[config.mk]
export PLATFORM = sky130hd
export DESIGN_NAME = biq_coef_regs
export DESIGN_NICKNAME = d
export VERILOG_FILES = /design/src/rtl/biq_pkg.sv /design/src/rtl/biq_coef_regs.sv
export SDC_FILE = /design/constraint.sdc
export NUM_CORES = 1
export LEC_CHECK = 0
export BUFFER_PORTS_ARGS = -buffer_cell sky130_fd_sc_hd__buf_4
export CORE_MARGIN = 5
export CORE_UTILIZATION = 50
export CTS_CLUSTER_DIAMETER = 50
export DETAILED_ROUTE_END_ITERATION = 8
export GPL_TIMING_DRIVEN = 1
export PLACE_DENSITY = 0.79
export SLEW_MARGIN = 20
export SYNTH_ARGS = -nofsm -noshare
export SYNTH_HDL_FRONTEND = slang
export SYNTH_SLANG_ARGS = --single-unit
export TNS_END_PERCENT = 30
[constraint.sdc]
create_clock -name clk -period 1.3 [get_ports clk]
set_input_delay 0.065 -clock clk [delete_from_list [all_inputs] [get_ports clk]]
set_output_delay 0.065 -clock clk [all_outputs]
set_load 0.005 [all_outputs]
[src/rtl/biq_pkg.sv]
// ----------------------------------------------------------------------------
// biq_pkg
// Shared widths, coefficient register codes and types for the biquad filter.
// ----------------------------------------------------------------------------
package biq_pkg;

  localparam int SAMPLE_W  = 16;
  localparam int COEF_W    = 24;
  localparam int COEF_FRAC = 22;
  localparam int CFG_IDX_W = 3;

  // Five products, each at most 2^(COEF_W+SAMPLE_W-2) in magnitude, plus rounding
  localparam int PROD_W = COEF_W + SAMPLE_W;
  localparam int ACC_W  = PROD_W + 3;
  localparam int QUOT_W = ACC_W - COEF_FRAC;

  localparam logic signed [COEF_W-1:0] B0_RESET = COEF_W'(1 << COEF_FRAC);

  typedef enum logic [CFG_IDX_W-1:0] {
    REG_B0,
    REG_B1,
    REG_B2,
    REG_A1,
    REG_A2
  } cfg_reg_t;

  typedef struct packed {
    logic signed [COEF_W-1:0] b0;
    logic signed [COEF_W-1:0] b1;
    logic signed [COEF_W-1:0] b2;
    logic signed [COEF_W-1:0] a1;
    logic signed [COEF_W-1:0] a2;
  } coefs_t;

  typedef struct packed {
    logic signed [SAMPLE_W-1:0] sample;
    logic                       clipped;
  } result_t;

endpackage

[src/rtl/biq_coef_regs.sv]
// ----------------------------------------------------------------------------
// biq_coef_regs
// Coefficient register file written through the configuration channel.
// ----------------------------------------------------------------------------
module biq_coef_regs (
  input  logic                          clk,
  input  logic                          rst,
  input  logic                          cfg_valid,
  input  logic [biq_pkg::CFG_IDX_W-1:0] cfg_index,
  input  logic [biq_pkg::COEF_W-1:0]    cfg_data,
  output biq_pkg::coefs_t               coefs
);
  import biq_pkg::*;

  always_ff @(posedge clk) begin
    if (rst) begin
      coefs.b0 <= B0_RESET;
      coefs.b1 <= '0;
      coefs.b2 <= '0;
      coefs.a1 <= '0;
      coefs.a2 <= '0;
    end else if (cfg_valid) begin
      unique case (cfg_index)
        REG_B0:  coefs.b0 <= cfg_data;
        REG_B1:  coefs.b1 <= cfg_data;
        REG_B2:  coefs.b2 <= cfg_data;
        REG_A1:  coefs.a1 <= cfg_data;
        REG_A2:  coefs.a2 <= cfg_data;
        default: ;  // drop writes beyond the register list
      endcase
    end
  end

endmodule

# --- Word level (Yosys, flattened, before mapping) ---
# Cells that the tools add are included.
op_classes:
  reduce_logical: 6
  n_eq_ne: 4
ops:
  columns: ["operator", "count"]
  rows:
  - ["AND reduction 2 bit", 5]
  - ["== test 3 x 2 -> 1 bit, second input constant", 2]
  - ["== test 3 x 1 -> 1 bit, second input constant", 1]
  - ["== test 3 bit, second input constant", 1]
  - ["logical NOT 3 bit", 1]
word_totals:
  ff_bits: 120
  out_inout_bits: 120

# --- Logic depth before layout (Yosys ltp) ---
# Gate-level depths: netlist of run 1.
depth:
  word_depth: 2
  mapped_depth: 5
  depth_no_buf: 2

# --- Least setup slack after synthesis of run 1 ---
# OpenSTA, ideal clock, no wires.
synth_timing:
  kind: "input to register"
  startpoint: "input cfg_index[0] (netlist name)"
  endpoint: "register coefs[100] (netlist name)"
  t_arrival_ns: 0.929
  slack_ns: 0.299
  setup_ns: 0.072
  stages: 3
  path_buffers: 1
  cell_sequence: "nor4b_4 -> buf_6 -> mux2i_1"
synth_via:
  elab_chain_len: 2
synth_lines:
  columns: ["item", "line", "text"]
  rows:
  - ["from (decl)", "biq_coef_regs.sv:9", "input logic [biq_pkg::CFG_IDX_W-1:0] cfg_index,"]
  - ["logical NOT 3 bit", "biq_coef_regs.sv:23", "unique case (cfg_index)"]
  - ["AND reduction 2 bit (no source line)", null, null]
  - ["to (decl)", "biq_coef_regs.sv:11", "output biq_pkg::coefs_t coefs"]
# No other way between the ends.
# A chain may end at the register's enable or synchronous reset.

# --- Worst setup path in the final report of run 1 ---
layout_timing:
  startpoint: "register coefs[22] (netlist name)"
  endpoint: "output coefs[22] (netlist name)"
# No word-level cell between the ends.

==> flow_summary_export.csv, run 1 <==
group,metric,value,unit
clocking,ctsRootBufferMaster,"clkbuf_8",
setup_path,path_class,"reg2out",
final_layout,post-route-util,74.84,%
sta,setup_ws,0.2353,ns
global_route,grt_pass1_vias,3711,
clocking,htree_levels,4,
logic_synthesis,yosysSeqAreaShare,50.54,%
final_layout,fin_cells,740,
final_layout,num-nets-final,630,
clocking,path_clk_slew,0.05,ns
place,place_hpwl,8330,µm
final_layout,multi_input_area,2215,µm²
place,dp.cells,686,
floorplan,num_io_pins,150,
setup_path,path_buf_inv,1,
logic_synthesis,yosys.area_share.simple,20.79,%
routing,wl_per_cell,16.41,µm
floorplan,die-area,11560,µm²
sta,setup_viol,0,
sta,maxSlewViolCount,0,
global_route,grt.total_usage,20.76,%
final_layout,reg_top3,"coefs (120)",
sta,setup_tns,0,ns
logic_synthesis,synth_area_per_cell,11.26,µm²
final_layout,drive_gt1_share,32.41,%
run_status,status,"finished clean",
logic_synthesis,synth_cells,422,
global_route,antenna_found_initial,0,
logic_synthesis,synth_cell_type_count,13,
setup_path,worstPathMaxFanout,2,
routing,dr.pass1.iters,4,
sta,layout_min_cycle_time,1.065,ns
setup_path,critPathLaunchType,"register",
floorplan,die_h,107.5,µm
sta,period_share,81.90,%
clocking,cts.path.max_buffers,2,
floorplan,initial_utilization,51.44,%
power,p_leak,3.451,nW
clocking,cts.sinks,120,
final_layout,regArea,2402,µm²
logic_synthesis,syn-cell-area,4753,µm²
sta,fin_worst_skew,0,ns
clocking,ctsHoldBuffers,24,
routing,dr_total_vias,3607,
job,drv_cap,0,
global_route,overflow,0,
power,power_per_cell_area,1261,nW/µm²
setup_path,critPathArrivalTime,1.00,ns
routing,wl,12150,µm
clocking,cts_tree,"done",
global_route,grt_first_pass_wirelength,18760,µm
routing,drc,0,
logic_synthesis,synth_warnings,0,
clocking,clk_latency,0.49,ns
setup_path,crit_chain,"buf_4",
final_layout,fillers,642,
logic_synthesis,ys_seq_elements,120,
logic_synthesis,synth_compound_area_share,0,%
logic_synthesis,synth-xor-area-share,0,%
final_layout,top_register,"coefs",
final_layout,areaGrowthSynthToFinish,45.49,%
clocking,cts_made_buffers,17,
place,place_congestion,0.7674,
place,pre_cts_slack,0.1016,ns
sta,hold_viol_final,0,
floorplan,die_width,107.5,µm
clocking,post_cts_buffers,0,
setup_path,critPathSlowestCell,"dfxtp_1",
sta,rsz0062_at_grt,"false",
power,peakVddDrop,0.001071,V
floorplan,fp-row-count,35,
global_route,grt_max_degree,43,
setup_path,slowest_delay,0.38,ns
logic_synthesis,yosys.area_share.adder,0,%
setup_path,critPathRequiredTime,1.24,ns
final_layout,diodes,0,
setup_path,crit_family,"flip-flops",
final_layout,largest_reg_flops,120,
place,io_buffers,149,
floorplan,core,9240,µm²
setup_path,cp-end-kind,"output port",
routing,viasPerCell,4.874,
logic_synthesis,syn_nets,452,
sta,tightest_slew,0.2785,ns
clocking,ctsResizeCount,0,
logic_synthesis,synth_top_family_by_area,"multiplexers",
sta,fmax,0.9392,GHz
logic_synthesis,muxShareOfSynthArea,25.27,%
routing,ant_nets,0,
min_path,hp-class,"in2reg",
sta,slew_headroom,81.43,%
routing,drtIter0Drc,134,
-- metrics by stage --
| step | hold WS [ns] | area [µm²] | power, mW |
|---|---|---|---|
| 3_5_place_dp | 0.3705 | 6130 | 4.514 |
| 6_report | 0.08112 | 6915 | 8.723 |
| 4_1_cts | 0.06073 | 6915 | 8.788 |
| 2_1_floorplan | 0.2322 | 4753 | 4.188 |
| 3_3_place_gp | 0.3490 | 6130 | 4.498 |
| 5_1_grt | 0.07618 | 6915 | 9.032 |
-- where the power goes --
part	total [mW]	leakage (nW)	internal (mW)	switching, mW
Combinational	0.682	2.22	0.399	0.282
Sequential	3.81	0.971	3.76	0.0495
Clock	4.23	0.265	2.70	1.53
Total	8.72	3.45	6.86	1.86
-- synthesized netlist by cell type --
cell type / count / area (µm²)
buf_2: 6 / 30.03
buf_4: 7 / 52.55
buf_6: 2 / 22.52
nand4bb_1: 3 / 33.78
nor4b_4: 1 / 23.77
dfxtp_1: 120 / 2402
clkbuf_1: 15 / 56.30
mux2i_1: 120 / 1201
nand2b_1: 143 / 894.6
nor2_1: 2 / 7.510
nand4b_1: 1 / 8.760
or4b_1: 1 / 10.01
nor4bb_1: 1 / 10.01
-- cells in the final DEF, fill, tap and decap left out, drive strengths merged, types with 2 or more instances in the layout --
| cell | synthesis | routed |
|---|---|---|
| mux2i | 120 | 120 |
| clkinv | 0 | 4 |
| clkbuf | 15 | 22 |
| dfxtp | 120 | 120 |
| clkinvlp | 0 | 3 |
| nor2 | 2 | 2 |
| nand2b | 143 | 143 |
| dlygate4sd3 | 0 | 24 |
| buf | 15 | 165 |
| nand4bb | 3 | 3 |
-- layer usage --
layer / up-vias / part of all wire, % / global-route usage (%) / wire length [µm]
met5: - / 0 / 0 / 0
met4: 0 / 1.2 / 6.583 / 143
met3: 11 / 8.1 / 7.678 / 989
met2: 121 / 49 / 36.19 / 5958
met1: 1719 / 42 / 23.45 / 5054
li1: 1756 / - / - / -
-- final cells by class --
| cell class | count | share of cell area, % |
|---|---|---|
| timing repair buffer | 189 | 23.01 |
| clock buffer | 22 | 6.839 |
| tap | 129 | 2.334 |
| sequential | 120 | 34.74 |
| multi-input combinational | 272 | 32.02 |
| clock inverter | 8 | 1.049 |
-- logic make-up (layout without fill, tap and decap cells) --
group	after synthesis	count (layout)
flops	120	120
simple gates	152	152
buf+inv	30	219
mux	120	120
-- worst paths after layout --
check / slack, ns / endpoint / depth (start not counted) / from
max reg2reg: 0.62 / coefs[46] / 2 / coefs[46]
max: 0.24 / coefs[22] / 1 / coefs[22]
min reg2reg: 0.48 / coefs[34] / 2 / coefs[34]
min: 0.08 / coefs[96] / 4 / cfg_index[0]
Power figures use the tool's default switching activity.
==> run 2, diff against run 1 <==
--- a/config.mk
+++ b/config.mk
@@ -5,13 +5,14 @@
 export SDC_FILE = /design/constraint.sdc
 export NUM_CORES = 1
 export LEC_CHECK = 0
+export ABC_AREA = 1
 export BUFFER_PORTS_ARGS = -buffer_cell sky130_fd_sc_hd__buf_4
 export CORE_MARGIN = 5
 export CORE_UTILIZATION = 50
 export CTS_CLUSTER_DIAMETER = 50
 export DETAILED_ROUTE_END_ITERATION = 8
 export GPL_TIMING_DRIVEN = 1
-export PLACE_DENSITY = 0.79
+export PLACE_DENSITY = 0.78
 export SLEW_MARGIN = 20
 export SYNTH_ARGS = -nofsm -noshare
 export SYNTH_HDL_FRONTEND = slang
==> constraint.sdc (replaced) <==
create_clock -name clk -period 1.1 [get_ports clk]
set_input_delay 0.055 -clock clk [delete_from_list [all_inputs] [get_ports clk]]
set_output_delay 0.055 -clock clk [all_outputs]
set_load 0.005 [all_outputs]
==> flow_summary_export.csv, run 2 <==
group,metric,value,unit
run_status,status,"finished clean",
sta,setup_viol,0,
setup_path,path_buf_inv,1,
global_route,overflow,0,
sta,fin_worst_skew,0,ns
power,p_clk_share,49.5,%
job,drv_cap,0,
logic_synthesis,yosys.cell_count.top_type,"nor2_1",
floorplan,die_h,108.7,µm
final_layout,drive_gt1_share,24.42,%
logic_synthesis,synthArstFlopShare,0,%
routing,drtIter0Drc,341,
routing,dr_total_vias,5070,
logic_synthesis,ys_seq_elements,120,
floorplan,initial_utilization,50.52,%
logic_synthesis,synth_cells,692,
logic_synthesis,synth_edf_count,0,
final_layout,areaGrowthSynthToFinish,43.09,%
clocking,path_clk_slew,0.06,ns
routing,wl,15270,µm
logic_synthesis,synth_cell_type_count,14,
place,io_buffers,149,
logic_synthesis,syn-cell-area,4870,µm²
setup_path,cp-end-kind,"output port",
sta,hold_viol_final,0,
setup_path,critPathRequiredTime,1.04,ns
power,combPwrFrac,10.6,%
clocking,post_cts_buffers,0,
global_route,grt_max_degree,57,
clocking,ctsResizeCount,0,
logic_synthesis,syn_nets,722,
sta,slew_headroom,50.99,%
global_route,grt_pass1_vias,4882,
power,p_sw,2.643,mW
power,p_leak,3.285,nW
routing,drc,0,
setup_path,critPathSlowestCell,"dfxtp_1",
logic_synthesis,yosys-top-cells-count,"nor2_1, nand2_1, dfxtp_1, nand3_1, inv_1",
sta,layout_min_cycle_time,1.080,ns
sta,fmax,0.9258,GHz
final_layout,num-nets-final,881,
routing,wl_per_cell,15.31,µm
global_route,antenna_found_initial,0,
final_layout,largest_reg_flops,120,
power,peakVddDrop,0.0009268,V
final_layout,diodes,0,
final_layout,top_register,"coefs",
clocking,htree_levels,4,
power,seqPwrFrac,39.9,%
sta,tightest_slew,0.7343,ns
clocking,cts_tree,"done",
setup_path,critPathLaunchType,"register",
place,pre_cts_slack,-0.09689,ns
power,internal-power,8.890,mW
logic_synthesis,yosysSeqAreaShare,49.33,%
floorplan,core,9639,µm²
final_layout,mostFrequentLayoutCell,"nor2_1",
global_route,grt.total_usage,26.42,%
sta,period_share,98.19,%
setup_path,crit_chain,"buf_4",
routing,dr.pass1.iters,6,
min_path,hp-class,"in2reg",
power,p_total,11.53,mW
clocking,ctsRootBufferMaster,"clkbuf_8",
logic_synthesis,yosysTopAreaCell,"dfxtp_1",
clocking,clk_latency,0.51,ns
logic_synthesis,yosysTopAreaCellShare,49.33,%
routing,viasPerCell,5.085,
final_layout,layout_common_cells,"nor2_1, buf_4, nand2_1",
clocking,cts_made_buffers,17,
place,place_congestion,0.8294,
final_layout,post-route-util,72.29,%
sta,setup_tns,0,ns
logic_synthesis,synthTopCellsByArea,"dfxtp_1, nor2_1, nand3_1",
floorplan,num_io_pins,150,
sta,maxSlewViolCount,0,
final_layout,reg_top3,"coefs (120)",
logic_synthesis,synth_warnings,0,
global_route,grt_first_pass_wirelength,23990,µm
routing,ant_nets,0,
power,switching_share,22.92,%
sta,rsz0062_at_grt,"false",
setup_path,slowest_delay,0.38,ns
logic_synthesis,synth_ff_type,"dfxtp_1",
sta,setup_ws,0.01989,ns
place,place_hpwl,9997,µm
clocking,cts.sinks,120,
setup_path,critPathArrivalTime,1.03,ns
power,power_per_cell_area,1655,nW/µm²
clocking,cts.path.max_buffers,2,
setup_path,path_class,"reg2out",
setup_path,worstPathMaxFanout,2,
logic_synthesis,synth_area_per_cell,7.037,µm²
setup_path,crit_family,"flip-flops",
floorplan,die_width,108.7,µm
floorplan,fp-row-count,36,
floorplan,die-area,11810,µm²
## run 2: cell count changes in the layout (fill, tap and decap cells not counted), sizes merged, moves of 30 or more
cell    delta
nor2     +245
inv       +30
nand3    +120
nand2b   -143
mux2i    -120
nand2    +128
## run 2: routing by layer
layer  vias up  routed length (µm)  track usage (%)
met5         -                   0                0
met3        61                1224            6.927
met1      2309                5908            31.28
li1       2468                   -                -
met2       232                7538            44.48
met4         0                 595            12.80
## run 2: path summary, 6_finish.rpt
path	start	end	slack (ns)	depth (start not counted)
max	coefs[7]	coefs[7]	0.02	1
min	cfg_data[0]	coefs[0]	0.02	5
max reg2reg	coefs[3]	coefs[3]	0.41	2
min reg2reg	coefs[60]	coefs[60]	0.48	2
## run 2: layout make-up
| class | instances | area (µm²) |
|---|---|---|
| clock inverter | 9 | 145.1 |
| fill | 769 | 2671 |
| multi-input combinational | 495 | 2083 |
| tap | 133 | 166.4 |
| sequential | 120 | 2402 |
| clock buffer | 23 | 466.7 |
| inverter | 31 | 117.6 |
| timing repair buffer | 186 | 1587 |
## run 2: tightest hold or removal path, cell delays in order
cell,delay (ns)
buf_4,0.08
inv_1,0.13
nand3_1,0.12
nand2_1,0.05
nor2_1,0.07
## run 2: power by group through the flow
stage	sequential [mW]	combinational (mW)	clock (mW)
2_1_floorplan	4.68	0.611	0
3_3_place_gp	4.68	1.11	0
3_5_place_dp	4.69	1.14	0
4_1_cts	4.60	1.21	5.74
5_1_grt	4.61	1.35	5.98
6_report	4.60	1.22	5.71
## run 2: kinds of logic (layout without fill, tap and decap cells)
kind of cell / after synthesis / count (layout) / synth area share [%]
and+or+nand+nor: 495 / 495 / 42.68
DFF: 120 / 120 / 49.33
buffers and inverters: 77 / 249 / 7.991
## run 2: stage by stage
stage | hold slack, ns | std cells | instance area, µm²
floorplan | 0.1682 | 692 | 4870
CTS | 0.0007239 | 997 | 6968
global placement | 0.2753 | 944 | 6146
detailed placement | 0.2911 | 944 | 6146
finish | 0.02114 | 997 | 6968
global route | 0.01159 | 997 | 6968
## run 2: repair_timing
action | in CTS | in global routing
hold endpoints to repair | 70 | 0
hold buffers | 21 | 0
setup endpoints to repair | 0 | 0
