===== src/rtl/biq_pkg.sv =====
// ----------------------------------------------------------------------------
// biq_pkg
// Shared widths, coefficient register codes and types for the biquad filter.
// ----------------------------------------------------------------------------
package biq_pkg;

  localparam int SAMPLE_W  = 16;
  localparam int COEF_W    = 24;
  localparam int COEF_FRAC = 22;
  localparam int CFG_IDX_W = 3;

  // Five products, each at most 2^(COEF_W+SAMPLE_W-2) in magnitude, plus rounding
  localparam int PROD_W = COEF_W + SAMPLE_W;
  localparam int ACC_W  = PROD_W + 3;
  localparam int QUOT_W = ACC_W - COEF_FRAC;

  localparam logic signed [COEF_W-1:0] B0_RESET = COEF_W'(1 << COEF_FRAC);

  typedef enum logic [CFG_IDX_W-1:0] {
    REG_B0,
    REG_B1,
    REG_B2,
    REG_A1,
    REG_A2
  } cfg_reg_t;

  typedef struct packed {
    logic signed [COEF_W-1:0] b0;
    logic signed [COEF_W-1:0] b1;
    logic signed [COEF_W-1:0] b2;
    logic signed [COEF_W-1:0] a1;
    logic signed [COEF_W-1:0] a2;
  } coefs_t;

  typedef struct packed {
    logic signed [SAMPLE_W-1:0] sample;
    logic                       clipped;
  } result_t;

endpackage


===== src/rtl/biq_out_buf.sv =====
// ----------------------------------------------------------------------------
// biq_out_buf
// Two-entry output skid buffer: result register plus one spare slot.
// ----------------------------------------------------------------------------
module biq_out_buf (
  input  logic             clk,
  input  logic             rst,
  input  logic             load,
  input  biq_pkg::result_t load_data,
  output logic             has_room,
  output logic             out_valid,
  input  logic             out_ready,
  output biq_pkg::result_t out_data
);
  import biq_pkg::*;

  logic    skid_valid;
  result_t skid_data;
  logic    out_free;

  assign has_room = !skid_valid;
  assign out_free = !out_valid || out_ready;

  always_ff @(posedge clk) begin
    if (rst) begin
      out_valid  <= 1'b0;
      skid_valid <= 1'b0;
    end else begin
      if (out_free) begin
        if (skid_valid) begin
          out_valid  <= 1'b1;
          skid_valid <= 1'b0;
        end else begin
          out_valid <= load;
        end
      end else if (load) begin
        skid_valid <= 1'b1;
      end
    end
  end

  always_ff @(posedge clk) begin
    if (out_free) begin
      if (skid_valid) begin
        out_data <= skid_data;
      end else if (load) begin
        out_data <= load_data;
      end
    end else if (load) begin
      skid_data <= load_data;
    end
  end

endmodule


===== config.mk =====
export PLATFORM = sky130hd
export DESIGN_NAME = biq_out_buf
export DESIGN_NICKNAME = d
export VERILOG_FILES = /design/src/rtl/biq_pkg.sv /design/src/rtl/biq_out_buf.sv
export SDC_FILE = /design/constraint.sdc
export NUM_CORES = 1
export LEC_CHECK = 0
export ABC_AREA = 1
export BUFFER_PORTS_ARGS = -buffer_cell sky130_fd_sc_hd__buf_2
export CAP_MARGIN = 10
export CORE_ASPECT_RATIO = 0.5
export CORE_MARGIN = 5
export CORE_UTILIZATION = 50
export CTS_CLUSTER_DIAMETER = 150
export CTS_CLUSTER_SIZE = 40
export DETAILED_ROUTE_END_ITERATION = 10
export MAX_ROUTING_LAYER = met4
export PLACE_DENSITY = 0.78
export RECOVER_POWER = 50
export SLEW_MARGIN = 40
export SYNTH_ARGS = -nofsm -noshare
export SYNTH_HDL_FRONTEND = slang
export SYNTH_SLANG_ARGS = --single-unit

===== constraint.sdc =====
create_clock -name clk -period 4.7 [get_ports clk]
set_clock_uncertainty 0.2 [all_clocks]
set_input_delay 0.47 -clock clk [delete_from_list [all_inputs] [get_ports clk]]
set_output_delay 0.47 -clock clk [all_outputs]
set_load 0.02 [all_outputs]

* Yosys cells after proc, flatten, opt, wreduce, memory -nomap -nowiden
Cells that the tools add are included.
** Word-level totals
- Bits in registers :: 36
- Input bits :: 21
- Output and inout bits :: 19
- Logic and storage cells :: 17
** Operators by class
- Mux-type cells :: 3
- Reduce and logical (&&, ||, !) cells :: 7
- Bitwise operators :: 1
** Operators by type and width (count)
- 17-bit two-way mux :: 2
- 2-bit AND reduction :: 2
- 1-bit zero test :: 2
- 2-bit nonzero test :: 1
- 2-bit OR reduction :: 1
- 1-bit logical OR :: 1
- 1-bit two-way mux :: 1
- 1-bit inverter :: 1

* Longest topological paths before layout
Gate-level depths: netlist of the first run.
- Depth after elaboration :: 4
- Mapped depth :: 4
- Gate-level depth less buffers :: 3

* Worst setup path after synthesis of the first run
Ideal clock, no wire load.
- Path kind :: flip-flop to flip-flop
- Start :: register skid_valid
- End :: register out_data[0] in the netlist's numbering (enable)
- Stages on the path, launching flop included :: 4
- Arrival time :: 1.406 ns
- Required time :: 4.103 ns
- Buffers on the path :: 1
- Path slack :: 2.698 ns
- Setup time :: 0.397 ns
- Cell sequence :: dfxtp_1 buf_6 nor2_1 a21oi_1
** On the way
- Cells in the longest elaborated chain, start to end :: 2
** RTL lines
- start: declaration :: RTL line biq_out_buf.sv:17 : logic skid_valid;
- start signal: assignment :: RTL line biq_out_buf.sv:27 : skid_valid <= 1'b0;
- start signal: assignment :: RTL line biq_out_buf.sv:32 : skid_valid <= 1'b0;
- start signal: assignment :: RTL line biq_out_buf.sv:37 : skid_valid <= 1'b1;
- 2-bit nonzero test (no line)
- 2-bit AND reduction (no line)
- end signal: assignment :: RTL line biq_out_buf.sv:45 : out_data <= skid_data;
- end signal: assignment :: RTL line biq_out_buf.sv:47 : out_data <= load_data;
- end: declaration :: RTL line biq_out_buf.sv:13 : output biq_pkg::result_t out_data
No other way between the ends.
A chain may end at the register's enable or synchronous reset.

* Worst setup path after layout of the first run
- Start :: register skid_valid
- End :: output port has_room
** On the way
- Cells in the longest elaborated chain, start to end :: 1
** RTL lines
- 1-bit zero test :: RTL line biq_out_buf.sv:21 : assign has_room = !skid_valid;
- end: declaration :: RTL line biq_out_buf.sv:10 : output logic has_room,
No other way between the ends.

==> results of run 1 <==
## power by group
group	internal (mW)	switching (mW)	leakage, nW
combinational	0.0145	0.0367	0.256
clock	0.119	0.0979	0.0455
sequential	0.370	0.00526	0.336
total	0.504	0.140	0.638
## sequential cells by signal, indices dropped and copies added, names as in the netlist
| register | cells |
|---|---|
| skid_valid | 1 |
| skid_data | 17 |
| out_valid | 1 |
| out_data | 17 |
## Yosys cell counts
cell type	n	area, um2
buf_12	1	20.02
nand3_1	1	5.000
inv_1	2	7.510
nor2_1	2	7.510
nand2_2	1	6.260
inv_2	1	3.750
o21ai_0	1	5.000
buf_6	2	22.52
edfxtp_1	34	1021
a21oi_1	1	5.000
nand2_1	51	191.4
dfxtp_1	2	40.04
and3_1	1	6.260
## layer usage
metal | part of all wire (%) | track usage (%)
met1 | 40 | 13.14
met4 | 2.0 | 6.840
met2 | 53 | 23.09
met3 | 4.8 | 5.000
met5 | 0 | -
## layout make-up
type,count,share of cell area (%)
sequential,36,65.94
clock buffer,8,5.599
timing repair buffer,39,10.11
multi-input combinational,58,14.77
tap,37,2.877
inverter,3,0.6998
## how the worst max path moves through the flow
stage | to | slack [ns]
2_1_floorplan | out_data[0]$_DFFE_PP_ | 2.70
3_3_place_gp | out_data[4]$_DFFE_PP_ | 2.53
3_5_place_dp | out_data[4]$_DFFE_PP_ | 2.67
4_1_cts | has_room | 2.41
5_1_grt | has_room | 2.14
6_report | has_room | 2.23
## cells by family after synthesis
family                 Yosys count
AOI/OAI and AO/OA                2
DFF                             36
buffers and inverters            6
and+or+nand+nor                 56
## critical path, delay by kind of cell (launching register included)
family	cells	cell delay, ns
buf+inv	2	0.75
flops	1	0.76
==> summary.txt, run 1 <==
Clock tree
  • Later-pin clock latency in the skew report: 0.28 ns
  • CTS hold repair buffers: 0
  • CTS H-tree depth: 2
  • Clock Path Buffers: 2
  • Root Buffer: clkbuf_8
  • Clk slew on worst S/H paths: 0.07 ns
  • TritonCTS buffer count: 5
  • Clock sink count: 36
  • Post-CTS resize count: 0
  • CTS tree: built
  • Setup bufs post-CTS: 0

Worst setup path
  • CP max-delay cell: dfxtp_1
  • Reg2Reg Depth: 2
  • Reg-to-reg setup timing slack: 2.69 ns
  • Worst setup EP type: primary output
  • Worst endpoint data arrival time: 1.80 ns
  • CP Cell Sequence: inv_1 > buf_2
  • CP required: 4.03 ns
  • Crit path from: skid_valid$_SDFFE_PP0P_
  • Critical-path maximum fanout: 20
  • Startpoint type of the worst setup path: flop
  • Slowest Stage Delay on Critical Path: 0.76 ns
  • CP Class: reg -> out
  • FF-to-FF Start: skid_valid$_SDFFE_PP0P_
  • Reg2reg end: out_data[7]$_DFFE_PP_

Detailed routing
  • Routed vias: 819
  • WL final: 2255 um
  • Remaining antenna violation count: 0
  • Drt drc: 0
  • First-pass DRT Iterations: 4
  • Avg WL per Cell: 12.46 um
  • 1st-iter DRT viols: 29
  • Vias per Instance: 4.525

Worst hold path
  • Hold endpoint: skid_data[15]$_DFFE_PP_
  • Hold depth: 1
  • Min-delay src: load_data[15]
  • Worst hold-check path type: in -> reg

Logic synthesis
  • Syn Area/Cell: 13.41 um2
  • Synthesized area: 1341 um2
  • Adder-cell area share of the yosys netlist: 0%
  • Synth Area in XOR/XNOR: 0%
  • Synthesis-stage register bit count: 36
  • Mapped Nets: 121
  • Synth cell types: 13
  • Cells after Synth: 100
  • Mux cell area share after synthesis: 0%
  • Largest family of logic cells by synthesized area: simple AND/OR/NAND/NOR gates
  • Synth Area in Compound Gates: 0.7463%
  • Ys Warns: 0
  • Seq/Total Area, Yosys: 79.10%
  • Simple-gate share of the synthesized area: 16.14%

Run status
  • Status: completed

Floorplanning
  • Ports: 40
  • Core Area: 2586 um2
  • Floorplan row count: 13
  • Chip height: 46.63 um
  • Initial core utilization: 51.86%
  • Die width: 83.25 um
  • Die Area: 3881 um2

STA
  • Max Freq: 405.5 MHz
  • Fin Hold WS: 0.1806 ns
  • Final Cycle Share: 52.47%
  • Setup WS post-layout: 2.234 ns
  • Fin. Hold Viols: 0
  • Fin. max-slew vios: 0
  • Measured slew at the worst slew-check pin: 0.7584 ns
  • Slew margin rel.: 49.44%
  • RSZ-0062 raised after global routing: no
  • Min cycle time layout: 2.466 ns
  • Setup TNS: 0 ns
  • Setup violators final: 0

Placement
  • Dpl cells: 173
  • Worst slack, placed: 2.667 ns
  • PortBufs: 39
  • GPL Wtd Cong: 0.7255
  • Hpwl dp: 1521 um
  • Area after DPL: 1551 um2

Power and ir drop
  • Leak: 0.6381 nW
  • Power Dens Cells: 400.1 nW/um2
  • Tot Pwr: 643.7 uW
  • Worst VDD drop: 0.1950 mV

Cells and area
  • Most frequent cells in the layout: 51 x nand2_1, 34 x edfxtp_1, 28 x clkbuf_1, 13 x buf_2, 6 x clkbuf_8
  • Area of the multi-input gates: 237.7 um2
  • Final Cell Area: 1609 um2
  • Fraction of layout cells with a size suffix above 1: 14.58%
  • Final Util: 62.22%
  • # fillers: 212
  • Diodes inserted: 0
  • Commonest non-fill, non-tap cell in the layout: nand2_1
  • Reg area: 1061 um2
  • Finished Layout Cells: 181
  • Area Growth Syn to Fin: 19.96%
  • Layout Nets: 164

GRT
  • First-pass GRT wire length: 3622 um
  • Initial antenna violation count: 0
  • Global route overflow: 0
  • Vias in the first global route: 818
  • Largest net degree at the start of global routing: 21
  • Total Routing Usage GR: 13.04%

Job
  • Max Cap Viol: 0
Power figures use the tool's default switching activity.
==> run 2, diff against run 1 <==
--- a/config.mk
+++ b/config.mk
@@ -10,12 +10,12 @@
 export CAP_MARGIN = 10
 export CORE_ASPECT_RATIO = 0.5
 export CORE_MARGIN = 5
-export CORE_UTILIZATION = 50
+export CORE_UTILIZATION = 49
 export CTS_CLUSTER_DIAMETER = 150
 export CTS_CLUSTER_SIZE = 40
 export DETAILED_ROUTE_END_ITERATION = 10
 export MAX_ROUTING_LAYER = met4
-export PLACE_DENSITY = 0.78
+export PLACE_DENSITY = 0.76
 export RECOVER_POWER = 50
 export SLEW_MARGIN = 40
 export SYNTH_ARGS = -nofsm -noshare
==> constraint.sdc (replaced) <==
create_clock -name clk -period 2.4 [get_ports clk]
set_clock_uncertainty 0.2 [all_clocks]
set_input_delay 0.24 -clock clk [delete_from_list [all_inputs] [get_ports clk]]
set_output_delay 0.24 -clock clk [all_outputs]
set_load 0.02 [all_outputs]
==> summary.txt, run 2 (synthesis gave the netlist of run 1 again) <==
STA
  • Min cycle time layout: 1.852 ns
  • Slew margin rel.: 36.87%
  • Measured slew at the worst slew-check pin: 0.9469 ns
  • Final Cycle Share: 77.17%
  • Fin. max-slew vios: 0
  • Fin. Hold Viols: 0
  • Setup TNS: 0 ns
  • Max Freq: 539.9 MHz
  • Fin Hold WS: 0.02674 ns
  • RSZ-0062 raised after global routing: no
  • Setup violators final: 0

Floorplanning
  • Floorplan row count: 13
  • Initial core utilization: 51.54%
  • Die Area: 3947 um2
  • Chip height: 47.00 um
  • Ports: 40
  • Die width: 83.99 um
  • Core Area: 2603 um2

Detailed routing
  • Vias per Instance: 4.470
  • 1st-iter DRT viols: 34
  • Avg WL per Cell: 12.70 um
  • Drt drc: 0
  • First-pass DRT Iterations: 4
  • Remaining antenna violation count: 0
  • Routed vias: 894
  • WL final: 2539 um

Worst setup path
  • Largest delay share family, worst path: buffers and inverters
  • Startpoint type of the worst setup path: flop
  • Critical-path maximum fanout: 17
  • Worst endpoint data arrival time: 1.55 ns
  • CP Class: reg -> reg
  • CP max-delay cell: clkbuf_1
  • Reg2Reg Depth: 3
  • Slowest Stage Delay on Critical Path: 0.71 ns
  • CP required: 2.10 ns
  • Instance count on the critical path: 3
  • Worst setup EP type: flop
  • CP bufs+invs: 1
  • CP Cell Sequence: nor2_1 > a21oi_2 > clkbuf_1

Cells and area
  • Commonest non-fill, non-tap cell in the layout: nand2_1
  • Fraction of layout cells with a size suffix above 1: 11.66%
  • Most frequent cells in the layout: 51 x nand2_1, 34 x edfxtp_1, 33 x clkbuf_1, 17 x dlygate4sd3_1, 9 x buf_2
  • Finished Layout Cells: 200
  • Area Growth Syn to Fin: 32.56%
  • Layout Nets: 183
  • Biggest regs: out_data: 17 flops, skid_data: 17 flops
  • Diodes inserted: 0
  • Final Util: 68.32%

Clock tree
  • Post-CTS resize count: 0
  • CTS H-tree depth: 2
  • Setup bufs post-CTS: 0
  • Clock Path Buffers: 2
  • TritonCTS buffer count: 5
  • Root Buffer: clkbuf_8
  • Clk slew on worst S/H paths: 0.07 ns
  • Clock sink count: 36
  • Later-pin clock latency in the skew report: 0.28 ns
  • CTS hold repair buffers: 17
  • CTS tree: built

Power and ir drop
  • Power Dens Cells: 723.0 nW/um2
  • Tot Pwr: 1.286 mW
  • Leak: 0.7034 nW
  • Worst VDD drop: 0.4721 mV

Placement
  • Hpwl dp: 1567 um
  • GPL Wtd Cong: 0.7029
  • Dpl cells: 175
  • PortBufs: 39

GRT
  • Global route overflow: 0
  • First-pass GRT wire length: 4008 um
  • Largest net degree at the start of global routing: 19
  • Vias in the first global route: 889
  • Total Routing Usage GR: 14.67%
  • Initial antenna violation count: 0

Run status
  • Status: completed

Worst hold path
  • Hold depth: 3
  • Worst hold-check path type: in -> reg

Job
  • Max Cap Viol: 0
-- run 2: changes by cell type in the layout (fill, tap and decap cells not counted), sizes merged --
cell         change
dlygate4sd3     +17
clkbuf           +5
buf              -3
-- run 2: power breakdown --
| group | switching [mW] | internal (mW) | total (mW) |
|---|---|---|---|
| clock | 0.195 | 0.234 | 0.429 |
| combinational | 0.0782 | 0.0456 | 0.124 |
| sequential | 0.00816 | 0.725 | 0.733 |
-- run 2: metrics by stage --
step	cell area (um2)	setup slack [ns]
CTS	1819	0.6417
global route	1778	0.4031
global placement	1559	0.7712
detailed placement	1559	0.7338
floorplan	1341	0.3978
finish	1778	0.5479
-- run 2: routing by layer --
| layer | global-route usage, % | wire length [um] |
|---|---|---|
| met1 | 14.49 | 1070 |
| met2 | 26.38 | 1296 |
| met3 | 5.429 | 131 |
| met4 | 8.333 | 41 |
| met5 | - | 0 |
-- run 2: worst paths after layout --
check                          start                      to  slack (ns)
max          skid_valid$_SDFFE_PP0P_   out_data[4]$_DFFE_PP_        0.55
min                             load  out_valid$_SDFFE_PP0P_        0.03
min reg2reg   skid_data[8]$_DFFE_PP_   out_data[8]$_DFFE_PP_        0.32
max reg2reg  skid_valid$_SDFFE_PP0P_   out_data[4]$_DFFE_PP_        0.55
-- run 2: layout make-up --
class                   instances  area (um2)
inverters                       3       11.26
flip-flops and latches         36        1061
fillers                       207       824.5
well taps                      37       46.29
multi-input cells              58       230.2
clock buffers                   8       90.09
repair buffers                 58       339.1
-- run 2: worst min-delay path: stages --
cell	delay, ns
buf_2	0.10
o21ai_0	0.08
nand2_1	0.05
==> run 3, diff against run 2 <==
--- a/config.mk
+++ b/config.mk
@@ -10,12 +10,12 @@
 export CAP_MARGIN = 10
 export CORE_ASPECT_RATIO = 0.5
 export CORE_MARGIN = 5
-export CORE_UTILIZATION = 49
+export CORE_UTILIZATION = 45
 export CTS_CLUSTER_DIAMETER = 150
 export CTS_CLUSTER_SIZE = 40
 export DETAILED_ROUTE_END_ITERATION = 10
 export MAX_ROUTING_LAYER = met4
-export PLACE_DENSITY = 0.76
+export PLACE_DENSITY = 0.74
 export RECOVER_POWER = 50
 export SLEW_MARGIN = 40
 export SYNTH_ARGS = -nofsm -noshare
==> constraint.sdc (replaced) <==
create_clock -name clk -period 1.5 [get_ports clk]
set_clock_uncertainty 0.2 [all_clocks]
set_input_delay 0.15 -clock clk [delete_from_list [all_inputs] [get_ports clk]]
set_output_delay 0.15 -clock clk [all_outputs]
set_load 0.02 [all_outputs]
==> summary.txt, run 3 (synthesis gave the netlist of run 1 again) <==
Detailed routing
  • 1st-iter DRT viols: 58
  • Remaining antenna violation count: 0
  • Avg WL per Cell: 13.30 um
  • WL final: 2739 um
  • Routed vias: 910
  • Drt drc: 0
  • Vias per Instance: 4.417
  • First-pass DRT Iterations: 4

STA
  • RSZ-0062 raised after global routing: no
  • Slew margin rel.: 73.03%
  • Final Cycle Share: 95.56%
  • Setup violators final: 0
  • Measured slew at the worst slew-check pin: 0.4045 ns
  • Setup TNS: 0 ns
  • Fin. Hold Viols: 0
  • Max Freq: 697.6 MHz
  • Fin. max-slew vios: 0
  • Fin Hold WS: 0.2848 ns
  • Min cycle time layout: 1.433 ns

Cells and area
  • Final Util: 62.92%
  • Area of the multi-input gates: 239.0 um2
  • Reg area: 1061 um2
  • Final Cell Area: 1841 um2
  • # fillers: 227
  • Diodes inserted: 0
  • Biggest regs: out_data: 17 flops, skid_data: 17 flops
  • Layout Nets: 187
  • Commonest non-fill, non-tap cell in the layout: nand2_1
  • Most frequent cells in the layout: 51 x nand2_1, 34 x edfxtp_1, 24 x clkbuf_1, 20 x dlygate4sd3_1, 16 x buf_2
  • Area Growth Syn to Fin: 37.22%
  • Fraction of layout cells with a size suffix above 1: 17.47%

GRT
  • Vias in the first global route: 956
  • Largest net degree at the start of global routing: 19
  • First-pass GRT wire length: 4547 um
  • Total Routing Usage GR: 14.96%
  • Global route overflow: 0
  • Initial antenna violation count: 0

Power and ir drop
  • Tot Pwr: 2.019 mW
  • Worst VDD drop: 0.5057 mV
  • Power Dens Cells: 1097 nW/um2
  • Leak: 0.7457 nW

Placement
  • Area after DPL: 1592 um2
  • Hpwl dp: 1696 um
  • PortBufs: 39
  • GPL Wtd Cong: 0.7074

Clock tree
  • Clk slew on worst S/H paths: 0.06 ns
  • Setup bufs post-CTS: 0
  • TritonCTS buffer count: 5
  • Clock Path Buffers: 2
  • Root Buffer: clkbuf_8
  • Clock sink count: 36
  • Later-pin clock latency in the skew report: 0.28 ns
  • CTS tree: built
  • CTS H-tree depth: 2

Floorplanning
  • Die width: 87.21 um
  • Core Area: 2925 um2
  • Initial core utilization: 45.85%
  • Floorplan row count: 14
  • Ports: 40
  • Die Area: 4239 um2
  • Chip height: 48.61 um

Worst setup path
  • CP Class: reg -> out
  • Reg2Reg Depth: 1
  • CP required: 1.15 ns
  • Startpoint type of the worst setup path: flop
  • Worst endpoint data arrival time: 1.08 ns
  • Worst setup EP type: primary output
  • Critical-path maximum fanout: 18

Run status
  • Status: completed

Worst hold path
  • Hold depth: 4
  • Worst hold-check path type: in -> reg

Job
  • Max Cap Viol: 0
[run 3: worst paths after layout]
check	startpoint	slack, ns	to
worst max-delay path	skid_valid$_SDFFE_PP0P_	0.07	has_room
worst min-delay path	out_ready	0.28	out_data[2]$_DFFE_PP_
worst min register to register	skid_data[11]$_DFFE_PP_	0.32	out_data[11]$_DFFE_PP_
worst max register to register	out_valid$_SDFFE_PP0P_	0.16	skid_data[0]$_DFFE_PP_
[run 3: stage by stage]
| step | instances | setup WS [ns] |
|---|---|---|
| 2_1_floorplan | 100 | 0.04314 |
| 6_report | 206 | 0.06661 |
| 3_5_place_dp | 179 | 0.1095 |
| 4_1_cts | 206 | 0.05650 |
| 3_3_place_gp | 179 | 0.1508 |
| 5_1_grt | 206 | 0.01780 |
[run 3: layout make-up]
type,count,share of cell area [%]
tap,40,2.719
multi-input combinational,58,12.98
timing repair buffer,62,21.82
clock inverter,1,0.2719
sequential,36,57.65
clock buffer,6,3.943
inverter,3,0.6118
[run 3: per-layer routing]
layer / part of all wire, % / track usage [%]
met1: 38 / 15.37
met5: 0 / -
met2: 55 / 25.69
met4: 1.2 / 6.888
met3: 5.4 / 5.254
[run 3: critical path: stages (launching register included)]
cell and delay, ns:
dfxtp_1 0.34, inv_2 0.23, buf_2 0.23
[run 3: where the power goes]
part / switching, mW / internal [mW] / total, mW
logic: 0.133 / 0.0938 / 0.227
registers: 0.0127 / 1.16 / 1.17
clock network: 0.305 / 0.315 / 0.620
[run 3: what timing repair did]
| action | 4_1_cts | 5_1_grt |
|---|---|---|
| endpoints found under the hold margin | 36 | 0 |
| hold buffers | 20 | 0 |
| resized for setup | 0 | 0 |
